## src/hdl/ddnmm_pkg.sv

```systemverilog
`timescale 1ns / 1ps
// ----------------------------------------------------------------------------
// ddnmm_pkg: shared types and constants for the date day-number block
// Item structs, calendar tables and the constants of the group tracker.
// ----------------------------------------------------------------------------
package ddnmm_pkg;

    // Number of valid dates in one tracking group (1 to 8).
    localparam int GROUP_SIZE = 6;

    // Depth of the queue between the front and the back part.
    localparam int QUEUE_DEPTH = 4;
    localparam int QPTR_W      = $clog2(QUEUE_DEPTH);
    localparam int QCNT_W      = $clog2(QUEUE_DEPTH + 1);

    localparam logic [13:0] YEAR_MAX      = 14'd9999;
    localparam logic [3:0]  MONTH_FEB     = 4'd2;
    localparam logic [3:0]  MONTH_MAX     = 4'd12;
    localparam logic [4:0]  LEAP_FEB_DAYS = 5'd29;
    localparam logic [8:0]  DAYS_PER_YEAR = 9'd365;
    localparam logic [6:0]  CENTURY       = 7'd100;

    // floor(v / 100) == (v * RECIP_100) >> RECIP_SHIFT for every 14-bit v.
    localparam logic [12:0] RECIP_100   = 13'd5243;
    localparam int          RECIP_SHIFT = 19;

    typedef struct packed {
        logic [5:0]  day;
        logic [3:0]  month;
        logic [13:0] year;
    } ddnmm_in_t;

    typedef struct packed {
        logic        valid_res;
        logic [21:0] day_number;
        logic [2:0]  oldest_position;
        logic [2:0]  youngest_position;
        logic        group_done;
    } ddnmm_out_t;

    // A classified date as it travels from the front to the back part.
    typedef struct packed {
        logic        ok;
        logic [21:0] day_number;
    } ddnmm_item_t;

    // Days in each month of a common year; zero for codes that are no month.
    function automatic logic [4:0] month_len(input logic [3:0] m);
        logic [4:0] len;
        unique case (m)
            4'd1, 4'd3, 4'd5, 4'd7, 4'd8, 4'd10, 4'd12: len = 5'd31;
            4'd4, 4'd6, 4'd9, 4'd11:                    len = 5'd30;
            4'd2:                                       len = 5'd28;
            default:                                    len = 5'd0;
        endcase
        return len;
    endfunction

    // Days before the first of each month in a common year.
    function automatic logic [8:0] month_start(input logic [3:0] m);
        logic [8:0] start;
        unique case (m)
            4'd2:    start = 9'd31;
            4'd3:    start = 9'd59;
            4'd4:    start = 9'd90;
            4'd5:    start = 9'd120;
            4'd6:    start = 9'd151;
            4'd7:    start = 9'd181;
            4'd8:    start = 9'd212;
            4'd9:    start = 9'd243;
            4'd10:   start = 9'd273;
            4'd11:   start = 9'd304;
            4'd12:   start = 9'd334;
            default: start = 9'd0;
        endcase
        return start;
    endfunction

endpackage

```

## src/hdl/ddnmm_front.sv

```systemverilog
`timescale 1ns / 1ps
// ----------------------------------------------------------------------------
// ddnmm_front: date check and day-number pipeline
// Three stages validate each date and compute its day number in closed form.
// ----------------------------------------------------------------------------
module ddnmm_front (
    input  logic                    aclk,
    input  logic                    aresetn,
    input  logic                    s_valid,
    output logic                    s_ready,
    input  ddnmm_pkg::ddnmm_in_t    s_data,
    input  logic                    q_full,
    output logic                    q_push,
    output ddnmm_pkg::ddnmm_item_t  q_data
);
    import ddnmm_pkg::*;

    // The whole pipeline holds when its last stage cannot hand off.
    logic advance;

    // Stage 1: range checks and the year quotient by 100.
    logic        v1_reg, v1_next;
    logic        pre_ok_reg;
    logic [5:0]  d1_reg;
    logic [3:0]  m1_reg;
    logic [13:0] y1_reg;
    logic [7:0]  qy1_reg;
    logic [26:0] prod;
    logic        pre_ok;

    // Stage 2: leap year, month length, split of the day count.
    logic        v2_reg, v2_next;
    logic        ok2_reg;
    logic [13:0] p2_reg;
    logic [7:0]  q100_2_reg;
    logic [5:0]  q400_2_reg;
    logic [8:0]  moff2_reg;
    logic [13:0] rem_full;
    logic [6:0]  rem;
    logic        leap;
    logic [4:0]  lim;
    logic [7:0]  q100p;
    logic        after_feb;

    // Stage 3: classified item ready for the queue.
    logic        v3_reg, v3_next;
    ddnmm_item_t item3_reg;
    logic [21:0] dn_sum;

    assign advance = !(v3_reg && q_full);
    assign s_ready = advance;
    assign q_push  = v3_reg && advance;
    assign q_data  = item3_reg;

    assign v1_next = advance ? s_valid : v1_reg;
    assign v2_next = advance ? v1_reg  : v2_reg;
    assign v3_next = advance ? v2_reg  : v3_reg;

    always_comb begin
        prod   = 27'(s_data.year) * 27'(RECIP_100);
        pre_ok = (s_data.year != 14'd0) && (s_data.year <= YEAR_MAX)
                 && (s_data.month != 4'd0) && (s_data.month <= MONTH_MAX)
                 && (s_data.day != 6'd0);
    end

    always_comb begin
        rem_full  = y1_reg - 14'(qy1_reg) * 14'(CENTURY);
        rem       = rem_full[6:0];
        leap      = (y1_reg[1:0] == 2'b00) && ((rem != 7'd0) || (qy1_reg[1:0] == 2'b00));
        lim       = ((m1_reg == MONTH_FEB) && leap) ? LEAP_FEB_DAYS : month_len(m1_reg);
        // floor((y-1)/100) from floor(y/100): one less when y is a whole century.
        q100p     = (rem == 7'd0) ? (qy1_reg - 8'd1) : qy1_reg;
        after_feb = (m1_reg > MONTH_FEB) && leap;
    end

    always_comb begin
        dn_sum = 22'(p2_reg) * 22'(DAYS_PER_YEAR)
                 + 22'(p2_reg[13:2])
                 - 22'(q100_2_reg)
                 + 22'(q400_2_reg)
                 + 22'(moff2_reg);
    end

    always_ff @(posedge aclk) begin
        if (!aresetn) begin
            v1_reg <= 1'b0;
            v2_reg <= 1'b0;
            v3_reg <= 1'b0;
        end else begin
            v1_reg <= v1_next;
            v2_reg <= v2_next;
            v3_reg <= v3_next;
        end
    end

    always_ff @(posedge aclk) begin
        if (advance) begin
            pre_ok_reg <= pre_ok;
            d1_reg     <= s_data.day;
            m1_reg     <= s_data.month;
            y1_reg     <= s_data.year;
            qy1_reg    <= prod[RECIP_SHIFT +: 8];

            ok2_reg    <= pre_ok_reg && (d1_reg <= 6'(lim));
            p2_reg     <= y1_reg - 14'd1;
            q100_2_reg <= q100p;
            q400_2_reg <= q100p[7:2];
            moff2_reg  <= month_start(m1_reg) + 9'(after_feb) + 9'(d1_reg);

            item3_reg.ok         <= ok2_reg;
            item3_reg.day_number <= ok2_reg ? dn_sum : 22'd0;
        end
    end

endmodule

```

## src/hdl/ddnmm_queue.sv

```systemverilog
`timescale 1ns / 1ps
// ----------------------------------------------------------------------------
// ddnmm_queue: short item queue between front and back
// Register-based first-in first-out buffer with a fill count.
// ----------------------------------------------------------------------------
module ddnmm_queue (
    input  logic                    aclk,
    input  logic                    aresetn,
    input  logic                    push,
    input  ddnmm_pkg::ddnmm_item_t  push_data,
    output logic                    full,
    input  logic                    pop,
    output logic                    empty,
    output ddnmm_pkg::ddnmm_item_t  pop_data
);
    import ddnmm_pkg::*;

    ddnmm_item_t          entry_reg [QUEUE_DEPTH];
    logic [QPTR_W-1:0]    wr_ptr_reg, wr_ptr_next;
    logic [QPTR_W-1:0]    rd_ptr_reg, rd_ptr_next;
    logic [QCNT_W-1:0]    count_reg, count_next;

    assign full     = (count_reg == QCNT_W'(QUEUE_DEPTH));
    assign empty    = (count_reg == '0);
    assign pop_data = entry_reg[rd_ptr_reg];

    always_comb begin
        wr_ptr_next = wr_ptr_reg;
        rd_ptr_next = rd_ptr_reg;
        count_next  = count_reg;
        if (push) begin
            wr_ptr_next = (wr_ptr_reg == QPTR_W'(QUEUE_DEPTH - 1)) ? '0 : wr_ptr_reg + 1'b1;
        end
        if (pop) begin
            rd_ptr_next = (rd_ptr_reg == QPTR_W'(QUEUE_DEPTH - 1)) ? '0 : rd_ptr_reg + 1'b1;
        end
        if (push && !pop) begin
            count_next = count_reg + 1'b1;
        end else if (pop && !push) begin
            count_next = count_reg - 1'b1;
        end
    end

    always_ff @(posedge aclk) begin
        if (!aresetn) begin
            wr_ptr_reg <= '0;
            rd_ptr_reg <= '0;
            count_reg  <= '0;
        end else begin
            wr_ptr_reg <= wr_ptr_next;
            rd_ptr_reg <= rd_ptr_next;
            count_reg  <= count_next;
        end
    end

    always_ff @(posedge aclk) begin
        if (push) begin
            entry_reg[wr_ptr_reg] <= push_data;
        end
    end

endmodule

```

## src/hdl/ddnmm_back.sv

```systemverilog
`timescale 1ns / 1ps
// ----------------------------------------------------------------------------
// ddnmm_back: group earliest/latest tracker and result register
// Applies each classified date to the group state and holds the result item.
// ----------------------------------------------------------------------------
module ddnmm_back (
    input  logic                    aclk,
    input  logic                    aresetn,
    input  logic                    q_empty,
    input  ddnmm_pkg::ddnmm_item_t  q_data,
    output logic                    q_pop,
    output logic                    m_valid,
    input  logic                    m_ready,
    output ddnmm_pkg::ddnmm_out_t   m_data
);
    import ddnmm_pkg::*;

    logic [2:0]  count_reg,     count_next;
    logic [21:0] early_reg,     early_next;
    logic [2:0]  early_pos_reg, early_pos_next;
    logic [21:0] late_reg,      late_next;
    logic [2:0]  late_pos_reg,  late_pos_next;
    logic        m_valid_reg,   m_valid_next;
    ddnmm_out_t  m_data_reg,    m_data_next;
    logic [3:0]  pos_plus1;
    logic        done;

    assign q_pop   = !q_empty && (!m_valid_reg || m_ready);
    assign m_valid = m_valid_reg;
    assign m_data  = m_data_reg;

    always_comb begin
        count_next     = count_reg;
        early_next     = early_reg;
        early_pos_next = early_pos_reg;
        late_next      = late_reg;
        late_pos_next  = late_pos_reg;
        pos_plus1      = {1'b0, count_reg} + 4'd1;
        done           = (pos_plus1 >= 4'(GROUP_SIZE));

        if (count_reg == 3'd0) begin
            early_next     = q_data.day_number;
            early_pos_next = 3'd0;
            late_next      = q_data.day_number;
            late_pos_next  = 3'd0;
        end else begin
            if (q_data.day_number < early_reg) begin
                early_next     = q_data.day_number;
                early_pos_next = count_reg;
            end
            if (q_data.day_number > late_reg) begin
                late_next     = q_data.day_number;
                late_pos_next = count_reg;
            end
        end
        count_next = done ? 3'd0 : pos_plus1[2:0];

        // An invalid date leaves the group state alone.
        if (!q_data.ok) begin
            count_next     = count_reg;
            early_next     = early_reg;
            early_pos_next = early_pos_reg;
            late_next      = late_reg;
            late_pos_next  = late_pos_reg;
        end

        m_data_next.valid_res         = q_data.ok;
        m_data_next.day_number        = q_data.ok ? q_data.day_number : 22'd0;
        m_data_next.oldest_position   = early_pos_next;
        m_data_next.youngest_position = late_pos_next;
        m_data_next.group_done        = q_data.ok && done;

        m_valid_next = q_pop ? 1'b1 : (m_ready ? 1'b0 : m_valid_reg);
    end

    always_ff @(posedge aclk) begin
        if (!aresetn) begin
            count_reg     <= 3'd0;
            early_reg     <= 22'd0;
            early_pos_reg <= 3'd0;
            late_reg      <= 22'd0;
            late_pos_reg  <= 3'd0;
            m_valid_reg   <= 1'b0;
        end else begin
            m_valid_reg <= m_valid_next;
            if (q_pop) begin
                count_reg     <= count_next;
                early_reg     <= early_next;
                early_pos_reg <= early_pos_next;
                late_reg      <= late_next;
                late_pos_reg  <= late_pos_next;
            end
        end
    end

    always_ff @(posedge aclk) begin
        if (q_pop) begin
            m_data_reg <= m_data_next;
        end
    end

endmodule

```

## src/hdl/date_day_number_min_max.sv

```systemverilog
`timescale 1ns / 1ps
// ----------------------------------------------------------------------------
// date_day_number_min_max: Gregorian date check, day number, group min/max
// Top level joining the classify pipeline, the item queue and the tracker.
// ----------------------------------------------------------------------------
// Each input item is one Gregorian date (day, month, year). The block checks
// it (year 1 to 9999, month 1 to 12, day within the month, February 29 only
// in leap years) and turns a valid date into its day number, with 1 January
// of year 1 as day 1. Valid dates are counted in groups of GROUP_SIZE; for
// each result item the block reports the positions of the earliest and the
// latest date of the current group so far, the first one winning a tie, and
// flags the date that closes the group. An invalid date yields a result item
// with valid_res low, a zero day number and the stored positions, and it does
// not count toward the group. The block takes one item per clock cycle while
// its input is not stalled and gives one result item per input item, in order.
// After its item is accepted, a result item passes through the three pipeline
// stages of the front part (range check with the year quotient by 100,
// leap-year and month work, final day-count sum), then the queue, and then
// the output register of the tracker. The four-entry queue lets the front
// keep accepting while the result side is stalled; the input stalls only once
// that queue is full and the front pipeline's last stage is holding an item.
// ----------------------------------------------------------------------------
module date_day_number_min_max (
    input  logic                    aclk,
    input  logic                    aresetn,
    input  logic                    s_valid,
    output logic                    s_ready,
    input  ddnmm_pkg::ddnmm_in_t    s_data,
    output logic                    m_valid,
    input  logic                    m_ready,
    output ddnmm_pkg::ddnmm_out_t   m_data
);
    import ddnmm_pkg::*;

    // Front-to-queue and queue-to-back connections.
    logic        q_push;
    logic        q_full;
    ddnmm_item_t q_push_data;
    logic        q_pop;
    logic        q_empty;
    ddnmm_item_t q_pop_data;

    // The front validates each date and computes its day number.
    ddnmm_front u_front (
        .aclk    (aclk),
        .aresetn (aresetn),
        .s_valid (s_valid),
        .s_ready (s_ready),
        .s_data  (s_data),
        .q_full  (q_full),
        .q_push  (q_push),
        .q_data  (q_push_data)
    );

    // The queue decouples the front pipeline from result back-pressure.
    ddnmm_queue u_queue (
        .aclk      (aclk),
        .aresetn   (aresetn),
        .push      (q_push),
        .push_data (q_push_data),
        .full      (q_full),
        .pop       (q_pop),
        .empty     (q_empty),
        .pop_data  (q_pop_data)
    );

    // The back applies each date to the group state and holds the result.
    ddnmm_back u_back (
        .aclk    (aclk),
        .aresetn (aresetn),
        .q_empty (q_empty),
        .q_data  (q_pop_data),
        .q_pop   (q_pop),
        .m_valid (m_valid),
        .m_ready (m_ready),
        .m_data  (m_data)
    );

`ifndef SYNTHESIS
    // The front never writes into a full queue.
    assert property (@(posedge aclk) disable iff (!aresetn) q_push |-> !q_full)
        else $error("item pushed into a full queue");

    // The back never reads from an empty queue.
    assert property (@(posedge aclk) disable iff (!aresetn) q_pop |-> !q_empty)
        else $error("item popped from an empty queue");

    // Only a valid date can close a group, and an invalid one carries day zero.
    assert property (@(posedge aclk) disable iff (!aresetn)
        (m_valid && !m_data.valid_res) |-> (!m_data.group_done && m_data.day_number == 22'd0))
        else $error("invalid date result carries group or day data");

    // Reported positions always lie inside the group.
    assert property (@(posedge aclk) disable iff (!aresetn)
        m_valid |-> (32'(m_data.oldest_position) < GROUP_SIZE
                     && 32'(m_data.youngest_position) < GROUP_SIZE))
        else $error("group position out of range");
`endif

endmodule

```

## config.mk

```make
export PLATFORM = sky130hd
export DESIGN_NAME = date_day_number_min_max
export DESIGN_NICKNAME = d
export VERILOG_FILES = /design/src/hdl/ddnmm_pkg.sv /design/src/hdl/ddnmm_front.sv /design/src/hdl/ddnmm_queue.sv /design/src/hdl/ddnmm_back.sv /design/src/hdl/date_day_number_min_max.sv
export SDC_FILE = /design/constraint.sdc
export NUM_CORES = 1
export LEC_CHECK = 0
export BUFFER_PORTS_ARGS = -buffer_cell sky130_fd_sc_hd__buf_2
export CORE_MARGIN = 5
export CORE_UTILIZATION = 64
export CTS_CLUSTER_SIZE = 25
export DETAILED_ROUTE_END_ITERATION = 10
export PLACE_DENSITY = 0.87
export SLEW_MARGIN = 10
export SYNTH_ARGS = -nofsm -noshare
export SYNTH_HDL_FRONTEND = slang
export SYNTH_SLANG_ARGS = --single-unit
```

## constraint.sdc

```tcl
create_clock -name aclk -period 5.95 [get_ports aclk]
set_input_delay 1.19 -clock aclk [delete_from_list [all_inputs] [get_ports aclk]]
set_output_delay 1.19 -clock aclk [all_outputs]
set_load 0.005 [all_outputs]
```

-- Word-level counts from Yosys, hierarchy flattened
Memories as Yosys holds them, arrays and structs flattened. A register that Yosys moved wholly into a read port is not among the register bits.
Index checks and enable logic that the tools add are counted.
- bits in registers: 188
- bits in writable memories: 92
- memory bits (read-only): 224
- input bits: 28
- word-level logic and storage cells: 123
- memories kept: 3
- memory list (name ; depth ; width ; rd ports ; clocked after memory_dff ; write ports ; RTL line ; source):
    (name not given) ; 16 ; 9 ; 1 ; 1 ; 0 ; ddnmm_pkg.sv:62 ; unique case (m)
    u_queue.entry_reg ; 4 ; 23 ; 1 ; 1 ; 1 ; ddnmm_queue.sv:18 ; ddnmm_item_t entry_reg [QUEUE_DEPTH];
    (name not given) ; 16 ; 5 ; 1 ; 1 ; 0 ; ddnmm_pkg.sv:50 ; unique case (m)
- add/subtract/negate cells: 14
- $mul: 3
- order comparisons: 7
- equality and inequality tests: 4
- mux-type cells: 26
- reduce and logical (&&, ||, !) cells: 37
- operator list (kind ; number):
    $mux 22 ; 4
    $mul 14x13->27 const B ; 1
    $mux 3 ; 9
    $add 22x12->22 ; 1
    $add 22x6->22 ; 1
    $add 22x9->22 ; 1
    $gt 22x22->1 ; 1
    $lt 22x22->1 ; 1
    $mul 14x9->22 const B ; 1
    $sub 22x8->22 ; 1
    $le 14x14->1 const B ; 1
    $logic_and 1x1->1 ; 14
    $reduce_bool 14->1 ; 1
    $sub 14x1->14 const B ; 1
    $add 9x1->9 ; 1
    $add 9x6->9 ; 1
    $mux 9 ; 1
    $mul 8x5->5 const B ; 1
    $mux 2 ; 4
    $mux 4 ; 2
    $mux 8 ; 1
    $reduce_bool 2->1 ; 4
    $sub 8x1->8 const B ; 1
    $logic_not 7->1 ; 1
    other kinds (23) ; 36

-- Depth between registers and ports, before layout
Gate-level depths: netlist of the first run.
- word-level depth: 9
- depth in mapped cells: 20
- gate-level depth less buffers: 20

-- Hierarchy
Synthesis of the first run repeated with hierarchy kept, for this count alone.
- cells, all modules: 1769
- area, all modules: 20544.7 um^2
- by module, submodules not included (module ; times used ; cells each ; area an instance (um^2)):
    ddnmm_front ; 1 ; 1138 ; 12184.2
    ddnmm_back ; 1 ; 467 ; 4549.4
    ddnmm_queue ; 1 ; 164 ; 3811.2

-- Worst setup path after synthesis of the first run
OpenSTA, ideal clock, no wires.
- path type: input to register
- start point: input port s_data[5] in the netlist's numbering
- end point: register u_front.qy1_reg[4], data pin
- data arrival time: 5.076 ns
- required time: 5.692 ns
- slack: 0.616 ns
- cell stages on the path: 17
- path through: inv_1 > fa_1 > inv_1 > ha_1 > fa_1 > inv_1 > fa_1 > fa_1 > inv_1 > ha_1 > a21oi_1 > o21ai_0 > a211oi_1 > nor3_1 > or3_1 > a21oi_1 > xnor2_1
- longest elaborated chain between the ends: 1
- RTL lines (element ; RTL line ; source):
    from (decl) ; date_day_number_min_max.sv:28 ; input ddnmm_pkg::ddnmm_in_t s_data,
    $mul 14x13->27 ; ddnmm_front.sv:60 ; prod = 27'(s_data.year) * 27'(RECIP_100);
    net u_front.prod[23] ; ddnmm_front.sv:28 ; logic [26:0] prod;
    to (signal assigned) ; ddnmm_front.sv:102 ; qy1_reg <= prod[RECIP_SHIFT +: 8];
    to (decl) ; ddnmm_front.sv:27 ; logic [7:0] qy1_reg;
The timed path passes the listed nets, and every way through them passes these cells.
A chain may end at the register's enable or synchronous reset.

-- Final worst setup path of the first run
- start point: register u_front.p2_reg[2]
- end point: register u_front.item3_reg (netlist bit u_front.q_data[18]), data pin
- longest elaborated chain between the ends: 5
- RTL lines (element ; RTL line ; source):
    from (decl) ; ddnmm_front.sv:34 ; logic [13:0] p2_reg;
    from (signal assigned) ; ddnmm_front.sv:105 ; p2_reg <= y1_reg - 14'd1;
    $mul 14x9->22 ; ddnmm_front.sv:77 ; dn_sum = 22'(p2_reg) * 22'(DAYS_PER_YEAR)
    $add 22x12->22 (*) ; ddnmm_front.sv:78 ; + 22'(p2_reg[13:2])
    $sub 22x8->22 (*) ; ddnmm_front.sv:79 ; - 22'(q100_2_reg)
    $add 22x6->22 (*) ; ddnmm_front.sv:80 ; + 22'(q400_2_reg)
    $add 22x9->22 (*) ; ddnmm_front.sv:81 ; + 22'(moff2_reg);
    to (decl) ; ddnmm_front.sv:47 ; ddnmm_item_t item3_reg;
Every way passes the cells marked *; elsewhere a longest branch is shown, timed or not.

==> flow_metrics.env, run 1 <==
export IMPL_clock_tree_buffer_depth=3
export IMPL_slew_headroom_pct=19.2
export IMPL_cp_max_fo=5
export IMPL_grt_pass1_vias=13400
export IMPL_drtAntennaViolNets=0
export IMPL_clk_latency_ps=550
export IMPL_ys_ff_latch=288
export IMPL_utilization_pct=69.9
export IMPL_worst_pin_slew_ps=1210
export IMPL_die_h_um=187
export IMPL_crit_reg2reg_launch="u_front.p2_reg[2]"
export IMPL_via_per_inst=5.50
export IMPL_path_clk_slew_ps=60
export IMPL_worstPathRequired_ps=6240
export IMPL_row_count=65
export IMPL_dp_cells=2180
export IMPL_synth_top_family_by_area="adder cells"
export IMPL_ys_async_sr_fraction_pct=0
export IMPL_synthMuxAreaShare_pct=4.22
export IMPL_cts_hold_buf=0
export IMPL_min_from="u_back.early_reg[13]"
export IMPL_ys_warn_count=0
export IMPL_grt_overflow=0
export IMPL_whs_ps=453
export IMPL_startpoint_type="flip-flop"
export IMPL_ys_types=65
export IMPL_r2r_cells=20
export IMPL_drive_gt1_share_pct=9.39
export IMPL_fillers=2069
export IMPL_initial_utilization_pct=64.4
export IMPL_synth_fa_ha_area_share_pct=32.2
export IMPL_n_antenna_cell=0
export IMPL_wirelength_um=38200
export IMPL_synthXorXnorAreaFrac_pct=2.43
export IMPL_antenna_found_initial=0
export IMPL_hold_viol_final=0
export IMPL_seq_area_mm2=0.00787
export IMPL_whs_path_depth=2
export IMPL_largest_reg_flops=92
export IMPL_h_tree_depth=1
export IMPL_min_to="u_back.early_reg[13]"
export IMPL_worstSetupEndpointType="flip-flop"
export IMPL_r2r_slack_ps=360
export IMPL_finalCritPeriodShare_pct=93.9
export IMPL_rsz0062_at_grt="false"
export IMPL_finalNonFillerCells=2233
export IMPL_synth_area_mm2=0.0202
export IMPL_fp_dieW_um=187
export IMPL_cts_root_buf="clkbuf_16"
export IMPL_drt_first_pass_iters=7
export IMPL_num_vias=12300
export IMPL_grtUsageTotal_pct=22.3
export IMPL_cts_buffers=29
export IMPL_maxCapViolations=0
export IMPL_post_cts_resized=0
export IMPL_gp_congestion=0.983
export IMPL_die_area_mm2=0.0351
export IMPL_postCtsSetupBuffers=0
export IMPL_synth_flop_cell="edfxtp_1"
export IMPL_io_pins=60
export IMPL_port_buffers=59
export IMPL_avgRoutedWirePerCell_um=17.1
export IMPL_tns_ps=0
export IMPL_drc_errors=0
export IMPL_layout_commonest_cell="inv_1"
export IMPL_layout_common_cells="inv_1 (361), ha_1 (272), edfxtp_1 (210), fa_1 (154), dfxtp_1 (78)"
export IMPL_clock_skew_ps=26.8
export IMPL_fp_coreArea_mm2=0.0313
export IMPL_synth_nets=2191
export IMPL_crit_type="flip-flop to flip-flop"
export IMPL_cts_tree="built"
export IMPL_fin_crit_ps=5590
export IMPL_grt_max_degree=88
export IMPL_timing_fmax_mhz=179
export IMPL_slew_viol_final=0
export IMPL_final_nets=2263
export IMPL_dpl_hpwl_um=29900
export IMPL_hp_class="flip-flop to flip-flop"
export IMPL_netlist_instances=1737
export IMPL_synth_edf_count=210
export IMPL_numClockSinks=288
export IMPL_worstPathArrival_ps=5880
export IMPL_synth_simple_area_share_pct=8.42
export IMPL_drt_iter0_drc=550
export IMPL_outcome="finished, final reports clean"
export IMPL_synth_compound_area_share_pct=6.14
export IMPL_grt_pass1_wl_um=64700
export IMPL_area_growth_pct=8.59
export IMPL_syn_avg_cell_area_um2=11.6
export IMPL_setup_viol=0
export IMPL_multi_input_area_mm2=0.0108
export IMPL_ys_seq_area_share_pct=39.0
export IMPL_timing_rr_end="u_front.q_data[18]"
critical path, cell delays in order (launching register included):
cell	delay, ps
edfxtp_1	510
inv_1	270
fa_1	490
fa_1	510
inv_1	40
ha_1	300
ha_1	290
inv_1	50
fa_1	460
inv_1	60
ha_1	160
inv_1	50
fa_1	370
nor2b_1	230
o31a_1	190
o21a_1	180
o2111ai_1	160
a31o_2	270
o211a_1	230
or3_1	330
and3_1	170
worst max path at each step:
stage                      start  cells past startpoint  slack (ps)                  to
2_1_floorplan          s_data[5]                     17         620  u_front.qy1_reg[4]
3_3_place_gp           s_data[9]                     19         210  u_front.qy1_reg[7]
3_5_place_dp           s_data[9]                     19         100  u_front.qy1_reg[7]
4_1_cts        u_front.p2_reg[5]                     19         380  u_front.q_data[15]
5_1_grt        u_front.p2_reg[5]                     19          60  u_front.q_data[19]
6_report       u_front.p2_reg[2]                     20         360  u_front.q_data[18]
synth_stat cells, drive strengths merged (2+ instances only):
cell type / instances / area share (%)
o21a: 9 / 0.34
o311ai: 2 / 0.087
dfxtp: 78 / 7.7
nor2b: 42 / 1.3
clkbuf: 18 / 0.34
and4: 2 / 0.087
nand3: 44 / 1.2
mux2i: 32 / 1.6
a21boi: 10 / 0.37
o2111ai: 4 / 0.17
and3: 7 / 0.22
o31a: 3 / 0.13
nor2: 55 / 1.1
fa: 154 / 15
buf: 12 / 0.43
mux4: 23 / 2.6
o21ai: 71 / 2.0
a211oi: 10 / 0.40
a21o: 15 / 0.56
nand2: 72 / 1.4
inv: 364 / 6.8
a21oi: 42 / 1.1
ha: 272 / 17
a31oi: 5 / 0.16
xnor2: 32 / 1.4
o22ai: 3 / 0.093
xor2: 24 / 1.0
or3: 7 / 0.22
or4: 4 / 0.15
o21bai: 3 / 0.11
nor3b: 2 / 0.074
nand4: 12 / 0.37
nor4: 4 / 0.12
a2111oi: 2 / 0.087
nor3: 23 / 0.57
and2: 31 / 0.96
edfxtp: 210 / 31
o211ai: 4 / 0.17
nand2b: 17 / 0.53
cell families after synthesis:
group / count (synthesis)
xor+xnor: 56
mux: 56
simple gates: 326
fa+ha+maj: 426
compound gates: 190
flops: 288
buf+inv: 395
cell type report:
cell class	instances	share of cell area [%]
Clock buffer	38	4.00
Clock inverter	15	0.520
Inverter	365	6.27
Multi-Input combinational cell	1054	49.2
Sequential cell	288	35.9
Tap cell	402	2.30
Timing Repair Buffer	71	1.76
stage by stage:
step,setup WS (ps),area (um^2)
after floorplan,616,20200
after global placement,211,20900
after detailed placement,104,20900
after CTS,380,21900
after global routing,62.4,21900
final,363,21900
routing by layer:
layer  vias up  GRT usage, %  wire length (um)
met2       264          42.5             20400
met1      5999          25.7             14900
met3        86          2.33              1300
met4         0          8.98              1550
li1       5943             -                 -
met5         -             0                 0
Power of run 1 is left out: the tool's default activity adds up to more than one toggle a clock period on the data nets, which glitch-free logic cannot reach.
==> run 2: changes to the inputs <==
Settings changed: ABC_AREA set to 1.
==> run 2 against run 1 <==
  * Synthesized area grew 3.5%
  * Critical endpoint unchanged
  * Flip-flop and latch count is the same
  * Cell count grew 18%
  * Setup slack gained 170 ps
  * Maximum frequency grew 3.1%
  * Critical path type unchanged
  * Via count grew 20%
  * Die area grew 3.3%
  * Non-clock buffer count shrank 1
  * Sequential share of layout area shrank 1.2 points
  * First-iteration DRC count grew 110%
==> flow_metrics.env, run 2 <==
export IMPL_outcome="finished, final reports clean"
export IMPL_drc_errors=0
export IMPL_synth_top_cell_by_area="edfxtp_1"
export IMPL_cp_max_fo=5
export IMPL_io_pins=60
export IMPL_numClockSinks=288
export IMPL_cp_slowest_stage_delay_ps=520
export IMPL_crit_reg2reg_launch="u_front.p2_reg[2]"
export IMPL_via_per_inst=5.58
export IMPL_cts_hold_buf=0
export IMPL_wirelength_um=45800
export IMPL_cpMaxStageDelayCell="fa_1"
export IMPL_clock_skew_ps=10.5
export IMPL_die_area_mm2=0.0363
export IMPL_setup_viol=0
export IMPL_cp_top_family="adder cells"
export IMPL_ys_seq_area_share_pct=37.7
export IMPL_cts_tree="built"
export IMPL_clk_latency_ps=560
export IMPL_finalNonFillerCells=2639
export IMPL_drt_iter0_drc=1129
export IMPL_grt_max_degree=55
export IMPL_timing_fmax_mhz=184
export IMPL_path_clk_slew_ps=60
export IMPL_ys_ff_latch=288
export IMPL_area_growth_pct=8.45
export IMPL_dp_slack_ps=402
export IMPL_num_vias=14700
export IMPL_grt_pass1_vias=15400
export IMPL_syn_avg_cell_area_um2=9.89
export IMPL_dp_cells=2585
export IMPL_slew_headroom_pct=35.6
export IMPL_antenna_found_initial=0
export IMPL_netlist_top_cells_count="inv_1 (461), nand2_1 (288), ha_1 (272), edfxtp_1 (210), fa_1 (154)"
export IMPL_drive_gt1_share_pct=8.38
export IMPL_fin_crit_ps=5420
export IMPL_grt_overflow=0
export IMPL_final_nets=2628
export IMPL_slew_viol_final=0
export IMPL_drt_first_pass_iters=8
export IMPL_worstSetupEndpointType="flip-flop"
export IMPL_clock_tree_buffer_depth=3
export IMPL_min_to="u_back.early_reg[1]"
export IMPL_die_h_um=191
export IMPL_synth_flop_cell="edfxtp_1"
export IMPL_startpoint_type="flip-flop"
export IMPL_fp_coreArea_mm2=0.0324
export IMPL_synth_area_top_cells="edfxtp_1 (30%), ha_1 (16%), fa_1 (15%), inv_1 (8.3%), dfxtp_1 (7.5%)"
export IMPL_dr_wl_met2_um=23700
export IMPL_ys_async_sr_fraction_pct=0
export IMPL_hp_class="flip-flop to flip-flop"
export IMPL_initial_utilization_pct=64.4
export IMPL_layout_common_cells="inv_1 (460), nand2_1 (288), ha_1 (272), edfxtp_1 (210), fa_1 (154)"
export IMPL_min_from="u_back.early_reg[1]"
export IMPL_cts_buffers=29
export IMPL_worst_path_most_repeated_cell="inv_1"
export IMPL_crit_buf_inv=7
export IMPL_worstPathArrival_ps=5790
export IMPL_largest_reg_flops=92
export IMPL_netlist_instances=2108
export IMPL_synth_top_area_share_pct=30.2
export IMPL_grtUsageTotal_pct=25.5
export IMPL_layout_commonest_cell="inv_1"
export IMPL_multi_input_area_mm2=0.0111
export IMPL_n_antenna_cell=0
export IMPL_synth_edf_count=210
export IMPL_crit_chain="inv_1, fa_1, fa_1, inv_1, ha_1, ha_1, inv_1, fa_1, inv_1, ha_1, inv_1, fa_1, inv_1, nand3_1, nand2_1, a21oi_1, o21ai_0, nand3_1, nand2_1, xor2_1, inv_1, nor2_1"
export IMPL_fp_dieW_um=191
export IMPL_gp_congestion=0.947
export IMPL_port_buffers=59
export IMPL_whs_ps=463
export IMPL_synth_nets=2562
export IMPL_timing_rr_end="u_front.q_data[18]"
export IMPL_finalCritPeriodShare_pct=91.1
export IMPL_maxCapViolations=0
export IMPL_r2r_cells=22
export IMPL_worst_pin_slew_ps=955
export IMPL_post_cts_resized=0
export IMPL_r2r_slack_ps=530
export IMPL_hold_viol_final=0
export IMPL_dr_max_layer_used="met4"
export IMPL_row_count=66
export IMPL_postCtsSetupBuffers=0
export IMPL_rsz0062_at_grt="false"
export IMPL_h_tree_depth=1
export IMPL_avgRoutedWirePerCell_um=17.3
export IMPL_fillers=2251
export IMPL_synth_most_common_cell="inv_1"
export IMPL_drtAntennaViolNets=0
export IMPL_ys_warn_count=0
export IMPL_worstPathRequired_ps=6320
export IMPL_dr_wl_met3_um=2330
export IMPL_tns_ps=0
export IMPL_ys_types=44
export IMPL_whs_path_depth=2
export IMPL_synth_area_mm2=0.0209
export IMPL_grt_pass1_wl_um=75100
export IMPL_fin_ws_ps=530
export IMPL_crit_type="flip-flop to flip-flop"
export IMPL_seq_area_mm2=0.00787
export IMPL_wl_met1_um=17400
export IMPL_cts_root_buf="clkbuf_16"
export IMPL_dpl_hpwl_um=34500
-- run 2: changes by cell type in the layout (fill, tap and decap cells not counted), moves of 30 or more --
cell,before,now
nor2_1,54,104
nand3_1,38,68
mux2i_1,32,0
nor2b_1,42,0
inv_1,361,460
nand2_1,71,288
and2_1,31,0
a21oi_1,41,140
-- run 2: through the flow --
step | util (%) | cell area, um^2
after CTS | 69.9 | 22600
final | 69.9 | 22600
after global routing | 69.9 | 22600
after global placement | 66.8 | 21600
after floorplan | - | 20900
after detailed placement | 66.8 | 21600
-- run 2: cells by family after synthesis --
| logic type | after synthesis | synth area share, % |
|---|---|---|
| AOI/OAI and AO/OA | 298 | 8.47 |
| adders and majority gates | 426 | 31.1 |
| xor gates and xnor gates | 45 | 1.89 |
| DFF | 288 | 37.7 |
| buffers and inverters | 503 | 9.41 |
| and+or+nand+nor | 548 | 11.4 |
-- run 2: worst max path at each step --
stage / start / endpoint / slack, ps / cells past startpoint
floorplan: s_data[5] / u_front.qy1_reg[4] / 900 / 16
CTS: u_front.p2_reg[2] / u_front.q_data[14] / 600 / 22
detailed placement: s_data[13] / u_front.qy1_reg[4] / 400 / 17
finish: u_front.p2_reg[2] / u_front.q_data[18] / 530 / 22
global route: u_front.p2_reg[3] / u_front.q_data[14] / 220 / 19
global placement: s_data[13] / u_front.qy1_reg[4] / 490 / 17
-- run 2: worst reg2reg max path, stage by stage (launching register included) --
cell and delay (ps):
edfxtp_1 510, inv_1 280, fa_1 490, fa_1 520, inv_1 50, ha_1 290, ha_1 290, inv_1 60
fa_1 460, inv_1 70, ha_1 200, inv_1 100, fa_1 430, inv_1 90, nand3_1 70, nand2_1 110
a21oi_1 130, o21ai_0 440, nand3_1 140, nand2_1 110, xor2_1 150, inv_1 50, nor2_1 210
-- run 2: area by class of cell --
type | instances | area share [%]
multi-input cells | 1317 | 48.9
flip-flops and latches | 288 | 34.8
inverters | 468 | 7.77
clock buffers | 44 | 3.79
well taps | 442 | 2.45
repair buffers | 70 | 1.67
clock inverters | 10 | 0.669
-- run 2: metal layers --
layer | global-route usage (%) | vias up
met5 | 0 | -
met2 | 46.7 | 554
li1 | - | 6967
met4 | 11.4 | 0
met3 | 2.82 | 162
met1 | 30.3 | 7051
Power of run 2 is left out for the same reason.
==> run 3: changes to the inputs <==
Settings changed: CORE_UTILIZATION 64 to 66, PLACE_DENSITY 0.87 to 0.89.
Clock period 5.95 ns to 6.3 ns, I/O delays scaled along.
==> run 3 against run 2 <==
  * Maximum frequency down 3.5%
  * Global-route usage increased by 1.2 points
  * Hold slack better by 3.5 ps
  * Setup slack improved by 150 ps
  * Sequential share of layout area fell by 0.077 points
  * Utilization is 2.3 points higher
  * Critical endpoint unchanged
==> flow_metrics.env, run 3 (same netlist as run 2, synthesis figures left out) <==
export IMPL_cts_tree="built"
export IMPL_drtAntennaViolNets=0
export IMPL_grtUsageTotal_pct=26.7
export IMPL_min_from="u_back.late_reg[16]"
export IMPL_slew_headroom_pct=39.3
export IMPL_gp_congestion=0.981
export IMPL_outcome="finished, final reports clean"
export IMPL_min_to="u_back.late_reg[16]"
export IMPL_crit_chain="inv_1, fa_1, fa_1, inv_1, ha_1, inv_1, fa_1, fa_1, fa_1, inv_1, nand3_1, nand2_1, a21oi_1, o21ai_0, nand3_1, nand2_1, xor2_1, inv_1, nor2_1"
export IMPL_crit_type="flip-flop to flip-flop"
export IMPL_stdcell_area_mm2=0.0227
export IMPL_grt_overflow=0
export IMPL_row_count=65
export IMPL_fp_coreArea_mm2=0.0314
export IMPL_r2r_slack_ps=680
export IMPL_post_cts_resized=0
export IMPL_finalCritPeriodShare_pct=89.2
export IMPL_numClockSinks=288
export IMPL_worstPathArrival_ps=5980
export IMPL_timing_rr_end="u_front.q_data[18]"
export IMPL_tns_ps=0
export IMPL_grt_pass1_vias=15700
export IMPL_worstSetupEndpointType="flip-flop"
export IMPL_worstPathRequired_ps=6660
export IMPL_setup_viol=0
export IMPL_antenna_found_initial=0
export IMPL_whs_path_depth=2
export IMPL_clk_latency_ps=580
export IMPL_crit_start="u_front.p2_reg[3]"
export IMPL_cp_top_family="adder cells"
export IMPL_die_h_um=188
export IMPL_cp_slowest_stage_delay_ps=590
export IMPL_cts_buffers=30
export IMPL_n_antenna_cell=0
export IMPL_drc_errors=0
export IMPL_drt_first_pass_iters=5
export IMPL_wl_met1_um=17600
export IMPL_via_per_inst=5.79
export IMPL_initial_utilization_pct=66.4
export IMPL_grt_max_degree=48
export IMPL_grt_pass1_wl_um=77100
export IMPL_cp_max_fo=6
export IMPL_drt_iter0_drc=1280
export IMPL_path_clk_slew_ps=60
export IMPL_hold_viol_final=0
export IMPL_rsz0062_at_grt="false"
export IMPL_maxCapViolations=0
export IMPL_h_tree_depth=1
export IMPL_r2r_cells=19
export IMPL_final_nets=2630
export IMPL_port_buffers=59
export IMPL_layout_common_cells="inv_1 (460), nand2_1 (288), ha_1 (272), edfxtp_1 (210), fa_1 (154)"
export IMPL_clock_tree_buffer_depth=3
export IMPL_area_growth_pct=8.69
export IMPL_dr_max_layer_used="met4"
export IMPL_fin_crit_ps=5620
export IMPL_slew_viol_final=0
export IMPL_fp_dieW_um=188
export IMPL_crit_reg2reg_launch="u_front.p2_reg[3]"
export IMPL_num_vias=15100
export IMPL_avgRoutedWirePerCell_um=18.2
export IMPL_cts_hold_buf=0
export IMPL_drive_gt1_share_pct=8.73
export IMPL_timing_fmax_mhz=178
export IMPL_worst_pin_slew_ps=901
export IMPL_dr_wl_met3_um=2620
export IMPL_wirelength_um=47300
export IMPL_placed_area_mm2=0.0216
export IMPL_startpoint_type="flip-flop"
export IMPL_postCtsSetupBuffers=0
export IMPL_die_area_mm2=0.0353
export IMPL_cts_root_buf="clkbuf_16"
export IMPL_crit_buf_inv=5
export IMPL_hp_class="flip-flop to flip-flop"
export IMPL_layout_commonest_cell="inv_1"
export IMPL_largest_reg_flops=92
export IMPL_cpMaxStageDelayCell="fa_1"
export IMPL_clock_skew_ps=26.0
export IMPL_dpl_hpwl_um=34500
export IMPL_io_pins=60
export IMPL_dr_wl_met2_um=24600
[run 3: cell count changes in the layout (fill, tap and decap cells not counted), sizes merged]
cell	change
buf	+1
bufinv	-1
clkinv	+6
clkinvlp	-2
inv	-1
[run 3: metrics by stage]
| step | utilization (%) | instances | worst slack [ps] | hold slack [ps] |
|---|---|---|---|---|
| 2_1_floorplan | - | 2108 | 1180 | 439 |
| 5_1_grt | 72.2 | 2602 | 400 | 476 |
| 3_3_place_gp | 68.7 | 2546 | 791 | 449 |
| 3_5_place_dp | 68.7 | 2546 | 661 | 454 |
| 4_1_cts | 72.2 | 2602 | 727 | 467 |
| 6_report | 72.2 | 2602 | 681 | 466 |
[run 3: final cells by class]
| type | instances | area (um^2) |
|---|---|---|
| multi-input combinational | 1317 | 11100 |
| clock buffer | 44 | 951 |
| tap | 402 | 503 |
| clock inverter | 12 | 150 |
| timing repair buffer | 71 | 385 |
| inverter | 468 | 1760 |
| sequential | 288 | 7870 |
| fill | 1981 | 8720 |
[run 3: worst register-to-register path, cell delays in order, from the launching register on]
cell and delay, ps:
edfxtp_1 560, inv_1 220, fa_1 550, fa_1 570, inv_1 60, ha_1 300, inv_1 80, fa_1 440
fa_1 590, fa_1 520, inv_1 80, nand3_1 60, nand2_1 100, a21oi_1 140, o21ai_0 450, nand3_1 140
nand2_1 100, xor2_1 160, inv_1 60, nor2_1 230
[run 3: how the worst max path moves through the flow]
stage,endpoint,slack [ps],cells past startpoint
final,u_front.q_data[18],680,19
after global routing,u_front.q_data[14],400,19
after CTS,u_front.q_data[14],730,19
after detailed placement,u_front.qy1_reg[4],660,17
after global placement,u_front.qy1_reg[4],790,17
after floorplan,u_front.qy1_reg[4],1180,16
[run 3: per-layer routing]
| metal | vias up | track usage, % |
|---|---|---|
| met1 | 7247 | 31.5 |
| met5 | - | 0 |
| met4 | 0 | 13.0 |
| met2 | 654 | 48.6 |
| met3 | 167 | 3.03 |
| li1 | 6985 | - |
Power of run 3 is left out for the same reason.
